===== src/design/euclidean_distance_transform_defines.svh =====
// Assertion helpers used by the distance transform RTL.
`ifndef EUCLIDEAN_DISTANCE_TRANSFORM_DEFINES_SVH
`define EUCLIDEAN_DISTANCE_TRANSFORM_DEFINES_SVH

// Same-cycle implication, checked outside reset.
`define EDT_ASSERT_IMPL(lbl, clk, rst_n, ante, cons, msg) \
    lbl: assert property (@(posedge clk) disable iff (!rst_n) (ante) |-> (cons)) \
        else $error(msg);

// Next-cycle implication, checked outside reset.
`define EDT_ASSERT_NEXT(lbl, clk, rst_n, ante, cons, msg) \
    lbl: assert property (@(posedge clk) disable iff (!rst_n) (ante) |=> (cons)) \
        else $error(msg);

`endif


===== src/design/edt_ram.sv =====
module edt_ram #(
    parameter int WIDTH = 8,
    parameter int DEPTH = 256,
    localparam int AW = (DEPTH > 1) ? $clog2(DEPTH) : 1
) (
    input  logic             i_clk,
    input  logic             i_wr_en,
    input  logic [AW-1:0]    i_wr_addr,
    input  logic [WIDTH-1:0] i_wr_data,
    input  logic [AW-1:0]    i_rd_addr,
    output logic [WIDTH-1:0] o_rd_data
);

    logic [WIDTH-1:0] r_mem [DEPTH];
    logic [WIDTH-1:0] r_rd_data;

    always_ff @(posedge i_clk) begin
        if (i_wr_en) begin
            r_mem[i_wr_addr] <= i_wr_data;
        end
        r_rd_data <= r_mem[i_rd_addr];
    end

    assign o_rd_data = r_rd_data;

endmodule


===== config.mk =====
export PLATFORM = sky130hd
export DESIGN_NAME = edt_ram
export DESIGN_NICKNAME = d
export VERILOG_FILES = /design/src/design/euclidean_distance_transform_defines.svh /design/src/design/edt_ram.sv
export SDC_FILE = /design/constraint.sdc
export NUM_CORES = 2
export LEC_CHECK = 0
export ABC_CLOCK_PERIOD_IN_PS = 6800
export BUFFER_PORTS_ARGS = -buffer_cell sky130_fd_sc_hd__clkbuf_2
export CAP_MARGIN = 20
export CORE_UTILIZATION = 60
export CTS_BUF_LIST = sky130_fd_sc_hd__clkbuf_2 sky130_fd_sc_hd__clkbuf_4 sky130_fd_sc_hd__clkbuf_8
export CTS_CLUSTER_SIZE = 20
export DETAILED_ROUTE_END_ITERATION = 10
export PLACE_DENSITY_LB_ADDON = 0.05
export SETUP_SLACK_MARGIN = 0.02
export SLEW_MARGIN = 20
export SYNTH_ARGS = -nofsm -noshare
export SYNTH_HDL_FRONTEND = slang
export SYNTH_SLANG_ARGS = --single-unit

===== constraint.sdc =====
create_clock -name i_clk -period 6.8 [get_ports i_clk]
set_input_delay 1.36 -clock i_clk [delete_from_list [all_inputs] [get_ports i_clk]]
set_output_delay 1.36 -clock i_clk [all_outputs]
set_load 0.02 [all_outputs]

# Word-level counts from Yosys, hierarchy flattened
# Memory sizes are Yosys's and may differ from the RTL's. A register that Yosys moved wholly into a read port is not among the register bits.
# Cells that the tools add are included.
[totals] ff_bits=0 latchBits=0 ram_bits=2048 mem_bits_ro=0 inputBits=26 output_inout_bits=8 elab_cells=3 n_memories=1
[memory_table] memory="r_mem" depth=256 word_bits=8 rd=1 rd_ports_with_merged_regs=1 write_ports=1 line="edt_ram.sv:14" text="logic [WIDTH-1:0] r_mem [DEPTH];"
[op_classes] add_sub_neg=0 mul=0 n_div=0 order_cmp=0 eq_ne=0 n_shift=0 muxes=2 bitwise_logic=0 reduce_logical=0
[op_table] cell="two-way mux 1 bit" count=2

# Longest topological paths before layout
[depth] word_depth=2 depth_mapped=11 mapped_depth_nobuf=6

# Least setup slack after synthesis
# Ideal clock, no wire load.
[synth_timing] path_type="in2reg" startpoint="input port i_rd_addr[0]" endpoint="register r_rd_data[2], in the netlist o_rd_data[2] (read register of r_mem)" setup_time_ns=0.131 arrival_ns=3.167 required_time_ns=6.669 slack_ns=3.502 cell_stages=9 n_path_buf=4 path_cell_list="buf_6 > buf_12 > buf_8 > buf_2 > mux4_2 > a22oi_1 > a21oi_1 > nor4_1 > nor4_2"
[synth_rtl] item="start: declaration" line="edt_ram.sv:10" text="input logic [AW-1:0] i_rd_addr,"
[synth_rtl] item="end: declaration" line="edt_ram.sv:15" text="logic [WIDTH-1:0] r_rd_data;"

==> impl_metrics.json <==
{
  "wire_length_of_the_first_global_routing_pass_um": 280500,
  "crit_buf_inv": 2,
  "synth_largest_area_cell": "sky130_fd_sc_hd__edfxtp_1",
  "final.setup.tns_ps": 0,
  "powerDensity_nw_per_um2": 289.0,
  "startpoint_type": "primary input",
  "die-height_um": 366.1,
  "worstPathMaxFanout": 79,
  "first_global_vias": 40210,
  "via_count": 39450,
  "post-route-period-util_pct": 57.68,
  "leakage_power_total_uw": 0.02722,
  "ctsRootBufferMaster": "sky130_fd_sc_hd__clkbuf_8",
  "io_buffers": 33,
  "synth-async-reset-ratio_pct": 0,
  "hold_ws_ps": 957.7,
  "finalHoldViolCount": 0,
  "synth_flop_cell": "sky130_fd_sc_hd__edfxtp_1",
  "worstReg2RegEnd": "o_rd_data[6]",
  "path_delay_family": "compound AO/OA/AOI/OAI gates",
  "slew_viol_final": 0,
  "ys_top_cells_by_area": "sky130_fd_sc_hd__edfxtp_1 77%, sky130_fd_sc_hd__mux4_2 13%, sky130_fd_sc_hd__mux2i_1 1.7%",
  "fin_crit_ps": 3922,
  "report.final.setup_viol": 0,
  "num-fill-cells": 8344,
  "cts-resized-gates": 0,
  "drtPass1Iterations": 6,
  "tightestPinTransition_ps": 1188,
  "synth_sequential_area_ratio_pct": 77.50,
  "crit_required_ps": 7700,
  "syn-instance-count": 3733,
  "grt_setup_unrepaired": "false",
  "synth_largest_type_area_fraction_pct": 77.30,
  "tritoncts": "done",
  "cp.arrival_ps": 4820,
  "grt.overflow.total": 0,
  "r2r_start": "r_mem[83][6]",
  "outcome": "finished clean",
  "layout_commonest_cell": "sky130_fd_sc_hd__edfxtp_1",
  "fin_worst_skew_ps": 58.32,
  "numCtsBuffers": 332,
  "core-area_um2": 131500,
  "category_of_the_most_critical_setup_path": "in2reg",
  "number_of_enable_type_register_cells_in_the_synthesized_netlist": 2048,
  "syn-cell-area_um2": 79560,
  "startpoint": "i_rd_addr[1]",
  "final_nets": 3978,
  "dp_hpwl_um": 116300,
  "cap_violations": 0,
  "synthesis.area_per_instance_um2": 21.31,
  "maximum_number_of_pins_on_one_net_before_global_route_repair": 157,
  "gp_congestion": 0.8844,
  "synth.lib_cells_used.distinct": 55,
  "timing.critical_path.cells": "buf_8 -> buf_12 -> mux4_2 -> o22a_1 -> o21ai_0 -> a2111oi_0 -> nor3_1 -> nor4_2",
  "fp.dieArea_um2": 134100,
  "cts.htree.levels": 5,
  "antenna_found_initial": 12,
  "critical_path.max_stage_delay_ps": 1020,
  "layout_common_cells": "2,048 x sky130_fd_sc_hd__edfxtp_1, 454 x sky130_fd_sc_hd__mux4_2, 353 x sky130_fd_sc_hd__clkbuf_8, 277 x sky130_fd_sc_hd__nor2_1, 134 x sky130_fd_sc_hd__mux2i_1",
  "timing.critical_path.depth": 8,
  "num_rows": 133,
  "rr_worst_depth": 6,
  "initial_util_pct": 60.52,
  "grt_use_total_pct": 29.42,
  "cts_hold_buffers": 0,
  "initialDrtViolationCount": 5245,
  "final_wirelength_um": 194400,
  "clock_latency_ps": 1000,
  "synth_nets": 3759,
  "maxSlewHeadroom_pct": 20.16,
  "cts_post_setup_buffers_inserted": 0,
  "maxClockFrequency_mhz": 255.0,
  "endpoint": "o_rd_data[0]",
  "crit_slowest_cell": "sky130_fd_sc_hd__a2111oi_0",
  "antenna_left": 0,
  "post_drt_wl_per_cell_um": 32.74,
  "synth-seq-cells": 2056,
  "worst_hold_path_type": "in2reg",
  "area_growth_pct": 10.28,
  "boundaryPins": 34,
  "vdd.ir_drop.worst_mv": 0.2326,
  "drive_above_1_share_pct": 26.44,
  "worstSetupEndpointType": "register",
  "vias_per_cell": 6.647,
  "post-route-drc-count": 0,
  "reg2reg_slack_ps": 3860,
  "clock-sinks": 2056,
  "worst_path_clk_slew_ps": 60,
  "cts-root-to-sink-buffers": 4,
  "total_power_uw": 25350,
  "synthesis.yosys.warnings": 0,
  "die_x_um": 366.1
}
## power breakdown
group	internal (µW)	switching [µW]
combinational	415	838
sequential	14000	17.5
clock	5510	4590
total	19900	5450
## cell usage after synthesis, drive strengths merged (6+ instances only)
cell / n
o221ai: 47
nor4: 27
dfxtp: 8
nand3: 34
nand4: 10
o22ai: 28
edfxtp: 2048
and2: 6
a221oi: 14
o211ai: 10
clkbuf: 111
nor2b: 31
nand2b: 8
buf: 122
a21oi: 96
a22o: 8
a22oi: 133
mux4: 456
a211oi: 16
nor3: 22
nor2: 282
mux2i: 134
o21ai: 12
nand2: 33
## through the flow
step / std cells / cell area (µm²) / util, % / setup WS [ps]
2_1_floorplan: 3733 / 79560 / - / 3502
3_3_place_gp: 5367 / 81440 / 61.95 / 1372
3_5_place_dp: 5373 / 81530 / 62.02 / 1855
4_1_cts: 5931 / 87710 / 66.72 / 2942
5_1_grt: 5933 / 87720 / 66.73 / 2808
6_report: 5936 / 87730 / 66.73 / 2878
## worst min path at each step
stage / cells past startpoint / start / slack [ps] / to
detailed placement: 7 / r_mem[41][3] / 1070 / o_rd_data[3]
finish: 1 / i_wr_data[5] / 960 / r_mem[70][5]
CTS: 1 / i_wr_data[5] / 930 / r_mem[70][5]
global placement: 7 / r_mem[60][0] / 1090 / o_rd_data[0]
global route: 1 / i_wr_data[5] / 960 / r_mem[70][5]
floorplan: 6 / r_mem[40][3] / 770 / o_rd_data[3]
## flip-flops by register name, indices dropped and copies added, names as in the netlist
signal,count
o_rd_data,8
r_mem,2048
## metal layers
metal  share of wire (%)  up-vias  global-route usage (%)
li1                    -    16160                       -
met1                  39    20740                   41.65
met2                  48     2121                   45.11
met3                 9.6      426                   7.165
met4                 3.7        6                   11.06
met5               0.017        -                       0
## final cells by class
cell class                      count  area, µm²  share of cell area [%]
Antenna cell                        5      12.51                 0.01426
Clock buffer                      451       5544                   6.319
Clock inverter                    107      640.6                  0.7302
Inverter                            2      7.507                0.008557
Multi-Input combinational cell   1442      16580                   18.89
Sequential cell                  2056      61660                   70.28
Tap cell                         1755       2196                   2.503
Timing Repair Buffer              118       1096                   1.249
## kinds of logic after synthesis
kind of cell,Yosys count,share of synthesized area (%)
AND/OR/NAND/NOR,466,2.628
buffers and inverters,235,1.831
flip-flops,2056,77.50
multiplexers,591,14.62
AO/OA/AOI/OAI,385,3.419
(Power assumes the default switching activity.)
